`src/rtl/core/haptic_ratchet_torque_macros.svh`:
```
// Assertion macros shared by the haptic ratchet torque block.
`ifndef HAPTIC_RATCHET_TORQUE_MACROS_SVH
`define HAPTIC_RATCHET_TORQUE_MACROS_SVH

// An implication that is checked at every rising clock edge outside reset.
`define HRT_ASSERT_IMP(label, clk, rst_n, ante, cons) \
  label: assert property (@(posedge clk) disable iff (!rst_n) (ante) |-> (cons)) \
    else $error("haptic ratchet torque: implication check failed");

// A condition that holds at every rising clock edge outside reset.
`define HRT_ASSERT_ALWAYS(label, clk, rst_n, cond) \
  label: assert property (@(posedge clk) disable iff (!rst_n) (cond)) \
    else $error("haptic ratchet torque: invariant check failed");

`endif

```
`src/rtl/core/hrt_pkg.sv`:
```
// Types and constants shared by the haptic ratchet torque modules.
package hrt_pkg;

  localparam int          DEAD_ZONE     = 1311;
  localparam int          SPRING_OFFSET = 655;

  localparam logic [25:0] CREEP_RECIP = 26'd36028797;
  localparam int unsigned CREEP_SHIFT = 40;
  localparam logic [22:0] CREEP_DIV   = 23'd1953125;

  typedef enum logic [1:0] {
    CFG_RATE_MAX  = 2'd0,
    CFG_GATE_THR  = 2'd1,
    CFG_GATE_GAP  = 2'd2
  } hrt_cfg_idx_e;

  typedef struct packed {
    logic        [13:0] rate_max_mv;
    logic signed [14:0] gate_threshold_mv;
    logic        [12:0] gate_half_gap_mv;
  } hrt_cfg_t;

  typedef struct packed {
    logic signed [31:0] knob_angle;
    logic signed [14:0] rate_mv;
    logic        [15:0] tick_us;
    logic               forward;
  } hrt_pre_t;

  typedef struct packed {
    logic signed [31:0] knob_angle;
    logic        [15:0] creep;
    logic               forward;
  } hrt_mid_t;

endpackage

```
`src/rtl/core/hrt_dir.sv`:
```
// Gate hysteresis and ratchet direction state.
module hrt_dir (
  input  logic                clk,
  input  logic                rst_n,
  input  logic                adv,
  input  hrt_pkg::hrt_cfg_t   cfg,
  input  logic signed [14:0]  gate_mv,
  input  logic                gate_plugged,
  input  logic                flip_direction,
  output logic                forward
);
  import hrt_pkg::*;

  logic               fwd_r;
  logic               gate_r;
  logic               gate_nxt;
  logic               fwd_flip;
  logic signed [16:0] band_hi;
  logic signed [16:0] band_lo;
  logic signed [16:0] gate_x;

  always_comb begin
    band_hi  = 17'(cfg.gate_threshold_mv) + $signed({4'b0, cfg.gate_half_gap_mv});
    band_lo  = 17'(cfg.gate_threshold_mv) - $signed({4'b0, cfg.gate_half_gap_mv});
    gate_x   = 17'(gate_mv);
    fwd_flip = flip_direction ? !fwd_r : fwd_r;
    gate_nxt = gate_r;
    if (!gate_r && (gate_x > band_hi)) begin
      gate_nxt = 1'b1;
    end else if (gate_r && (gate_x < band_lo)) begin
      gate_nxt = 1'b0;
    end
    forward = gate_plugged ? !gate_nxt : fwd_flip;
  end

  always_ff @(posedge clk) begin
    if (!rst_n) begin
      fwd_r  <= 1'b1;
      gate_r <= 1'b0;
    end else if (adv) begin
      fwd_r  <= forward;
      gate_r <= gate_nxt;
    end
  end

endmodule

```
`src/rtl/core/hrt_creep.sv`:
```
// Creep pipeline: rate clamp, rate-time product and division by a constant.
module hrt_creep (
  input  logic              clk,
  input  logic              rst_n,
  input  logic [13:0]       rate_max_mv,
  input  logic              in_valid,
  output logic              in_ready,
  input  hrt_pkg::hrt_pre_t in_item,
  output logic              out_valid,
  input  logic              out_ready,
  output hrt_pkg::hrt_mid_t out_item
);
  import hrt_pkg::*;

  logic v1_r, v2_r, v3_r, v4_r;
  logic rdy1, rdy2, rdy3, rdy4;

  logic        [13:0] rate_c;
  logic        [29:0] rt_nxt;
  logic        [55:0] q_prod;
  logic        [22:0] plo_nxt;
  logic        [22:0] rem;
  logic        [15:0] creep_nxt;

  logic        [29:0] rt1_r;
  logic signed [31:0] ang1_r;
  logic               fwd1_r;

  logic        [15:0] q2_r;
  logic        [16:0] rt2_r;
  logic signed [31:0] ang2_r;
  logic               fwd2_r;

  logic        [22:0] plo3_r;
  logic        [15:0] q3_r;
  logic        [16:0] rt3_r;
  logic signed [31:0] ang3_r;
  logic               fwd3_r;

  hrt_mid_t           item4_r;

  assign rdy4     = !v4_r || out_ready;
  assign rdy3     = !v3_r || rdy4;
  assign rdy2     = !v2_r || rdy3;
  assign rdy1     = !v1_r || rdy2;
  assign in_ready = rdy1;

  assign out_valid = v4_r;
  assign out_item  = item4_r;

  always_comb begin
    if (in_item.rate_mv[14]) begin
      rate_c = 14'd0;
    end else if (in_item.rate_mv[13:0] > rate_max_mv) begin
      rate_c = rate_max_mv;
    end else begin
      rate_c = in_item.rate_mv[13:0];
    end
    rt_nxt    = 30'(rate_c) * 30'(in_item.tick_us);
    q_prod    = 56'(rt1_r) * 56'(CREEP_RECIP);
    plo_nxt   = 23'(q2_r) * CREEP_DIV;
    rem       = {rt3_r, 6'b0} - plo3_r;
    creep_nxt = q3_r + 16'(rem >= CREEP_DIV);
  end

  always_ff @(posedge clk) begin
    if (!rst_n) begin
      v1_r <= 1'b0;
      v2_r <= 1'b0;
      v3_r <= 1'b0;
      v4_r <= 1'b0;
    end else begin
      if (rdy1) begin
        v1_r <= in_valid;
      end
      if (rdy2) begin
        v2_r <= v1_r;
      end
      if (rdy3) begin
        v3_r <= v2_r;
      end
      if (rdy4) begin
        v4_r <= v3_r;
      end
    end
  end

  always_ff @(posedge clk) begin
    if (rdy1 && in_valid) begin
      rt1_r  <= rt_nxt;
      ang1_r <= in_item.knob_angle;
      fwd1_r <= in_item.forward;
    end
    if (rdy2 && v1_r) begin
      q2_r   <= q_prod[CREEP_SHIFT +: 16];
      rt2_r  <= rt1_r[16:0];
      ang2_r <= ang1_r;
      fwd2_r <= fwd1_r;
    end
    if (rdy3 && v2_r) begin
      plo3_r <= plo_nxt;
      q3_r   <= q2_r;
      rt3_r  <= rt2_r;
      ang3_r <= ang2_r;
      fwd3_r <= fwd2_r;
    end
    if (rdy4 && v3_r) begin
      item4_r.knob_angle <= ang3_r;
      item4_r.creep      <= creep_nxt;
      item4_r.forward    <= fwd3_r;
    end
  end

endmodule

```
`src/rtl/core/hrt_ratchet.sv`:
```
// Ratchet angle state, spring distance and saturated torque output stage.
module hrt_ratchet (
  input  logic               clk,
  input  logic               rst_n,
  input  logic               in_valid,
  output logic               in_ready,
  input  hrt_pkg::hrt_mid_t  in_item,
  output logic               out_valid,
  input  logic               out_ready,
  output logic signed [31:0] out_torque,
  output logic signed [31:0] out_position,
  output logic               out_forward
);
  import hrt_pkg::*;

  logic               v5_r, v6_r;
  logic               rdy5, rdy6;
  logic               adv5;

  logic signed [31:0] ratchet_r;
  logic               started_r;

  logic signed [31:0] r_cur;
  logic signed [32:0] a_minus_r;
  logic signed [32:0] r_creep;
  logic signed [31:0] r_sat;
  logic signed [31:0] r_nxt;
  logic signed [33:0] dist_nxt;

  logic signed [31:0] pos5_r;
  logic signed [33:0] dist5_r;
  logic               fwd5_r;

  logic               spring_on;
  logic signed [41:0] dist_x;
  logic signed [41:0] torque_full;
  logic signed [31:0] torque_nxt;

  logic signed [31:0] torque6_r;
  logic signed [31:0] pos6_r;
  logic               fwd6_r;

  assign rdy6     = !v6_r || out_ready;
  assign rdy5     = !v5_r || rdy6;
  assign in_ready = rdy5;
  assign adv5     = in_valid && rdy5;

  assign out_valid    = v6_r;
  assign out_torque   = torque6_r;
  assign out_position = pos6_r;
  assign out_forward  = fwd6_r;

  always_comb begin
    r_cur     = started_r ? ratchet_r : in_item.knob_angle;
    a_minus_r = 33'(in_item.knob_angle) - 33'(r_cur);
    if (in_item.forward) begin
      r_creep = 33'(r_cur) - $signed({17'b0, in_item.creep});
    end else begin
      r_creep = 33'(r_cur) + $signed({17'b0, in_item.creep});
    end
    if (r_creep[32] != r_creep[31]) begin
      r_sat = r_creep[32] ? 32'sh8000_0000 : 32'sh7FFF_FFFF;
    end else begin
      r_sat = r_creep[31:0];
    end
    r_nxt = r_cur;
    if (in_item.forward) begin
      if (a_minus_r > 33'sd0) begin
        r_nxt = in_item.knob_angle;
      end else if (a_minus_r < -33'(DEAD_ZONE)) begin
        r_nxt = r_sat;
      end
    end else begin
      if (a_minus_r < 33'sd0) begin
        r_nxt = in_item.knob_angle;
      end else if (a_minus_r > 33'(DEAD_ZONE)) begin
        r_nxt = r_sat;
      end
    end
    if (in_item.forward) begin
      dist_nxt = 34'(r_nxt) - 34'(SPRING_OFFSET) - 34'(in_item.knob_angle);
    end else begin
      dist_nxt = 34'(r_nxt) + 34'(SPRING_OFFSET) - 34'(in_item.knob_angle);
    end
  end

  always_comb begin
    spring_on   = fwd5_r ? !dist5_r[33] : (dist5_r[33] || (dist5_r == 34'sd0));
    dist_x      = 42'(dist5_r);
    torque_full = (dist_x <<< 7) + (dist_x <<< 6) + (dist_x <<< 3);
    if (!spring_on) begin
      torque_nxt = 32'sd0;
    end else if (torque_full > 42'sh7FFF_FFFF) begin
      torque_nxt = 32'sh7FFF_FFFF;
    end else if (torque_full < -42'sh8000_0000) begin
      torque_nxt = 32'sh8000_0000;
    end else begin
      torque_nxt = torque_full[31:0];
    end
  end

  always_ff @(posedge clk) begin
    if (!rst_n) begin
      v5_r      <= 1'b0;
      v6_r      <= 1'b0;
      started_r <= 1'b0;
      ratchet_r <= 32'sd0;
    end else begin
      if (rdy5) begin
        v5_r <= in_valid;
      end
      if (rdy6) begin
        v6_r <= v5_r;
      end
      if (adv5) begin
        started_r <= 1'b1;
        ratchet_r <= r_nxt;
      end
    end
  end

  always_ff @(posedge clk) begin
    if (adv5) begin
      pos5_r  <= r_nxt;
      dist5_r <= dist_nxt;
      fwd5_r  <= in_item.forward;
    end
    if (rdy6 && v5_r) begin
      torque6_r <= torque_nxt;
      pos6_r    <= pos5_r;
      fwd6_r    <= fwd5_r;
    end
  end

endmodule

```
`src/rtl/core/haptic_ratchet_torque.sv`:
```
// Top level of the haptic ratchet torque block.
//
// One request on the in_ channel is one control tick of the knob; every tick
// gives exactly one request on the out_ channel, in the same order. The
// configuration registers are written through cfg_we, cfg_index and
// cfg_wdata, and the user must write them only while no tick is in flight;
// the block does not enforce this. An unknown index is ignored. A tick is
// registered on acceptance and passes through six more register stages before
// its result is shown on out_tvalid. One tick is taken in every cycle when
// nothing stalls: the creep division by a constant and the torque scaling
// are pipelined, and the ratchet angle is updated in a single stage so that
// the next tick sees it at once. Each stage holds its request while the stage
// after it is stalled, so bubbles close up and a stalled out_tready fills
// the pipeline before in_tready falls. Synchronous reset empties the
// pipeline, restores the register defaults, points the ratchet forward with
// the gate low, and makes the next tick load the ratchet from its knob angle.
`include "haptic_ratchet_torque_macros.svh"

module haptic_ratchet_torque (
  input  logic        clk,
  input  logic        rst_n,
  input  logic        in_tvalid,
  output logic        in_tready,
  // knob_angle, rate_mv, gate_mv, gate_plugged, tick_us, flip_direction
  input  logic [79:0] in_tdata,
  output logic        out_tvalid,
  input  logic        out_tready,
  // drive_torque, ratchet_position, forward, zero padding
  output logic [71:0] out_tdata,
  input  logic        cfg_we,
  input  logic [1:0]  cfg_index,
  input  logic [14:0] cfg_wdata
);
  import hrt_pkg::*;

  hrt_cfg_t           cfg_r;

  logic               s0_valid_r;
  logic signed [31:0] s0_angle_r;
  logic signed [14:0] s0_rate_r;
  logic signed [14:0] s0_gate_r;
  logic               s0_plugged_r;
  logic        [15:0] s0_tick_r;
  logic               s0_flip_r;
  logic               s0_ready;

  logic               dir_fwd;
  logic               creep_in_ready;
  hrt_pre_t           pre_item;
  logic               mid_valid;
  logic               mid_ready;
  hrt_mid_t           mid_item;

  logic signed [31:0] torque;
  logic signed [31:0] position;
  logic               fwd_out;

  always_ff @(posedge clk) begin
    if (!rst_n) begin
      cfg_r.rate_max_mv       <= 14'd10000;
      cfg_r.gate_threshold_mv <= 15'sd1500;
      cfg_r.gate_half_gap_mv  <= 13'd250;
    end else if (cfg_we) begin
      unique case (hrt_cfg_idx_e'(cfg_index))
        CFG_RATE_MAX: cfg_r.rate_max_mv       <= cfg_wdata[13:0];
        CFG_GATE_THR: cfg_r.gate_threshold_mv <= $signed(cfg_wdata);
        CFG_GATE_GAP: cfg_r.gate_half_gap_mv  <= cfg_wdata[12:0];
        default: ;
      endcase
    end
  end

  assign s0_ready  = !s0_valid_r || creep_in_ready;
  assign in_tready = s0_ready;

  always_ff @(posedge clk) begin
    if (!rst_n) begin
      s0_valid_r <= 1'b0;
    end else if (s0_ready) begin
      s0_valid_r <= in_tvalid;
    end
  end

  always_ff @(posedge clk) begin
    if (s0_ready && in_tvalid) begin
      s0_angle_r   <= $signed(in_tdata[31:0]);
      s0_rate_r    <= $signed(in_tdata[46:32]);
      s0_gate_r    <= $signed(in_tdata[61:47]);
      s0_plugged_r <= in_tdata[62];
      s0_tick_r    <= in_tdata[78:63];
      s0_flip_r    <= in_tdata[79];
    end
  end

  hrt_dir u_dir (
    .clk            (clk),
    .rst_n          (rst_n),
    .adv            (s0_valid_r && creep_in_ready),
    .cfg            (cfg_r),
    .gate_mv        (s0_gate_r),
    .gate_plugged   (s0_plugged_r),
    .flip_direction (s0_flip_r),
    .forward        (dir_fwd)
  );

  always_comb begin
    pre_item.knob_angle = s0_angle_r;
    pre_item.rate_mv    = s0_rate_r;
    pre_item.tick_us    = s0_tick_r;
    pre_item.forward    = dir_fwd;
  end

  hrt_creep u_creep (
    .clk         (clk),
    .rst_n       (rst_n),
    .rate_max_mv (cfg_r.rate_max_mv),
    .in_valid    (s0_valid_r),
    .in_ready    (creep_in_ready),
    .in_item     (pre_item),
    .out_valid   (mid_valid),
    .out_ready   (mid_ready),
    .out_item    (mid_item)
  );

  hrt_ratchet u_ratchet (
    .clk          (clk),
    .rst_n        (rst_n),
    .in_valid     (mid_valid),
    .in_ready     (mid_ready),
    .in_item      (mid_item),
    .out_valid    (out_tvalid),
    .out_ready    (out_tready),
    .out_torque   (torque),
    .out_position (position),
    .out_forward  (fwd_out)
  );

  assign out_tdata = {7'b0, fwd_out, position, torque};

  `HRT_ASSERT_IMP(a_ready_when_drained, clk, rst_n, !out_tvalid, in_tready)
  `HRT_ASSERT_IMP(a_reverse_torque_sign, clk, rst_n, out_tvalid && !out_tdata[64],
    out_tdata[31] || (out_tdata[31:0] == 32'd0))
  `HRT_ASSERT_ALWAYS(a_forward_torque_sign, clk, rst_n,
    !(out_tvalid && out_tdata[64] && out_tdata[31]))

endmodule

```
`config.mk`:
```
export PLATFORM = sky130hd
export DESIGN_NAME = haptic_ratchet_torque
export DESIGN_NICKNAME = d
export VERILOG_FILES = /design/src/rtl/core/hrt_pkg.sv /design/src/rtl/core/hrt_dir.sv /design/src/rtl/core/hrt_creep.sv /design/src/rtl/core/hrt_ratchet.sv /design/src/rtl/core/haptic_ratchet_torque.sv
export VERILOG_INCLUDE_DIRS = /design/src /design/src/rtl/core
export SDC_FILE = /design/constraint.sdc
export NUM_CORES = 2
export LEC_CHECK = 0
export ABC_CLOCK_PERIOD_IN_PS = 16970
export BUFFER_PORTS_ARGS = -buffer_cell sky130_fd_sc_hd__buf_2
export CAP_MARGIN = 30
export CORE_AREA = 4 4 416 418
export DETAILED_ROUTE_END_ITERATION = 10
export DIE_AREA = 0 0 420 422
export GPL_TIMING_DRIVEN = 0
export PLACE_DENSITY_LB_ADDON = 0.12
export SYNTH_ARGS = -nofsm -noshare
export SYNTH_HDL_FRONTEND = slang
export SYNTH_HIERARCHICAL = 1
export SYNTH_SLANG_ARGS = --single-unit
```
`constraint.sdc`:
```
create_clock -name clk -period 16.97 [get_ports clk]
set_input_delay 3.394 -clock clk [delete_from_list [all_inputs] [get_ports clk]]
set_output_delay 3.394 -clock clk [all_outputs]
set_load 0.005 [all_outputs]
```
==> run metrics <==
status=complete, no violations; I/O Buffers=166; initial drt markers=2442; All-Layer GR Usage=19.8%; crit share post-route=77.2%; crit path launch type=flip-flop; dominant synthesized flop cell=edfxtp_1; Ports=176; Hold Path End=u_creep/ang3_r[21]; Synth cell types=107; WS Path Type=reg2reg; Worst Hold Depth=0; Max Clock Skew=43.5 ps; RR Endpoint=u_ratchet/dist5_r[33]; Synth top area share=24.2%; vias=42.9k; cell area after layout=65400 um^2; register area share after synthesis=27.1%; RSZ-0062 raised after global routing=false; worst-margin pin slew=1070 ps; DIE AREA=177000 um^2; Mapped Area=58900 um^2; Max FO, Critical Path=10; r2r setup slk=3870 ps; WP buf/inv=6; area leader, netlist=edfxtp_1; Total Wirelength=176000 um; Post-CTS Hold Buffers=0; leading post-synthesis cells by cell area=edfxtp_1 24%, fa_1 18%, ha_1 18%; Yosys warnings=6; WP data arrival=13530 ps; Max Slew Vio Count=0; Sequential Area=15900 um^2; Crit path required time=17400 ps; layout cells sized above 1=7.09%; most frequent CP cell=a21oi_1; relative slew slack=28.5%; CTS tree=yes; Post-DRT Antenna Nets=0; number of synthesized flops with an enable pin=475; number of max-cap violations=0; Die W=420 um; Hold Fails Final Rpt=0; crit path time final=13100 ps; Setup Viol. Count Final=0; fin util=38.7%; maximum number of pins on one net before global-route repair=62; GP Congestion=0.983; Layout fillers=16.9k; HP Class=reg2reg; DR vias/cell=5.11; WL/cell=20.9 um; Hold Startpoint=u_creep/ang2_r[21]; Overflow after GRT=0; critical register-to-register path startpoint=u_creep/out_item[0]; setup TNS=0 ps; synthesis-stage register bit count=559; antenna violations before repair=3; Fin Hold WS=394 ps; Initial Util=34.8%; ANT cells=0; slowest CP cell=edfxtp_1; Longest Clk Path Bufs=3; ys async rst share=0%; die height=422 um; num rows=151; first-pass GRT wire length=270000 um; Sink Count=559; fin nets=7610; critical path's top delay family=compound AO/OA/AOI/OAI gates; Setup crit end kind=flip-flop; Max Freq=76.3 MHz; Clock Pin Slew Worst Setup and Hold Paths=60 ps; area of the multi-input gates=38800 um^2; vias in the first global route=44.3k; Layout area overhead=10.9%; DR pass1 iterations=7; Core Area=169000 um^2; most numerous cell in the Yosys netlist=inv_1; Residual DRC=0; setup bufs post-CTS=0; # H-tree levels=3; CTS Buf Count=68; Worst-Skew Late Latency=700 ps; Avg Cell Area, Syn=10.1 um^2; Clock Tree Root=clkbuf_16; post-cts sizing count=0; worst reg-to-reg path cell count=43; HPWL after detailed placement=145000 um; Area after DPL=63000 um^2; CP peak stage delay=780 ps; Post-Syn Instances=5856; most frequent cells after synthesis=939 x inv_1, 854 x ha_1, 535 x fa_1, 475 x edfxtp_1, 360 x nand2_1
-- registers in the layout (all words and copies together) (netlist names), 14 cells and up --
signal and flops:
u_creep/ang2_r 32, u_ratchet/pos5_r 32, u_creep/ang1_r 32, s0_rate_r 15, u_creep/rt3_r 17, u_creep/plo3_r 23
u_creep/out_item 49, u_ratchet/out_position 32, u_creep/q2_r 16, u_creep/rt1_r 30, cfg_r 42, u_ratchet/dist5_r 34
s0_angle_r 32, u_creep/q3_r 14, s0_gate_r 15, u_ratchet/out_torque 30, u_creep/ang3_r 32, u_ratchet/ratchet_r 32
s0_tick_r 16, u_creep/rt2_r 17
-- per-layer routing --
| metal | share of wire, % | track usage [%] | vias up |
|---|---|---|---|
| met5 | 0 | 0 | - |
| met4 | 3.5 | 6.31 | 0 |
| li1 | - | - | 20800 |
| met2 | 48 | 33.3 | 890 |
| met3 | 3.5 | 2.27 | 231 |
| met1 | 45 | 26.6 | 21000 |
-- cells in the final DEF (no fill, tap or decap), types with 77 or more instances in the layout --
master    netlist  layout
nand2_1       360     360
buf_2          29     196
inv_1         939     939
fa_1          535     535
nor3_1        109     109
ha_1          854     854
a21oi_1       311     311
a21o_1        115     115
nor2b_1        80      77
nor2_1        296     296
edfxtp_1      475     475
xnor2_1       171     171
nand2b_1       78      78
nand3_1        94      94
o21ai_0       210     210
xor2_1         84      84
dfxtp_1        84      84
clkbuf_1      100     103
-- worst reg2reg max path: cells and delay by family, from the launching register on --
family	cells	cell delay, ps
adders and majority gates	4	1330
AOI/OAI and AO/OA	23	6720
and+or+nand+nor	8	1870
buffers and inverters	6	1900
xor gates and xnor gates	2	250
DFF	1	780
-- metrics by stage --
stage	setup WS (ps)	std cells
finish	3870	8393
global route	2940	8393
CTS	3800	8392
detailed placement	3900	8266
global placement	3520	8246
floorplan	7460	5862
-- how the worst max path moves through the flow --
stage | cells past startpoint | end | startpoint
finish | 43 | u_ratchet/dist5_r[33] | u_creep/out_item[0]
global route | 43 | u_ratchet/dist5_r[33] | u_creep/out_item[0]
CTS | 43 | u_ratchet/dist5_r[33] | u_creep/out_item[0]
detailed placement | 43 | u_ratchet/dist5_r[33] | u_creep/out_item[0]
global placement | 42 | u_ratchet/dist5_r[33] | u_creep/out_item[0]
floorplan | 42 | u_ratchet/dist5_r[33] | u_creep/out_item[5]
-- layout make-up --
cell class	count	share of cell area (%)
multi-input cells	4195	59.3
flip-flops and latches	559	24.4
inverters	939	5.39
well taps	2218	4.25
clock buffers	75	2.69
repair buffers	187	1.88
plain buffers	169	1.16
clock inverters	51	0.919
-- logic make-up (layout without fill, tap and decap cells) --
logic type	Yosys count	in the layout	synth area share (%)
adder cells (fa/ha/maj)	1390	1390	36.3
AND/OR/NAND/NOR	1309	1309	11.1
AO/OA/AOI/OAI	1146	1146	12.9
buffers and inverters	1108	1421	7.27
flip-flops	559	559	27.1
XOR/XNOR	255	255	3.79
multiplexers	88	88	1.52
other	1	7	0.00636
Power is left out: the tool's default activity adds up to more than one toggle a clock period on the data nets, which glitch-free logic cannot reach.
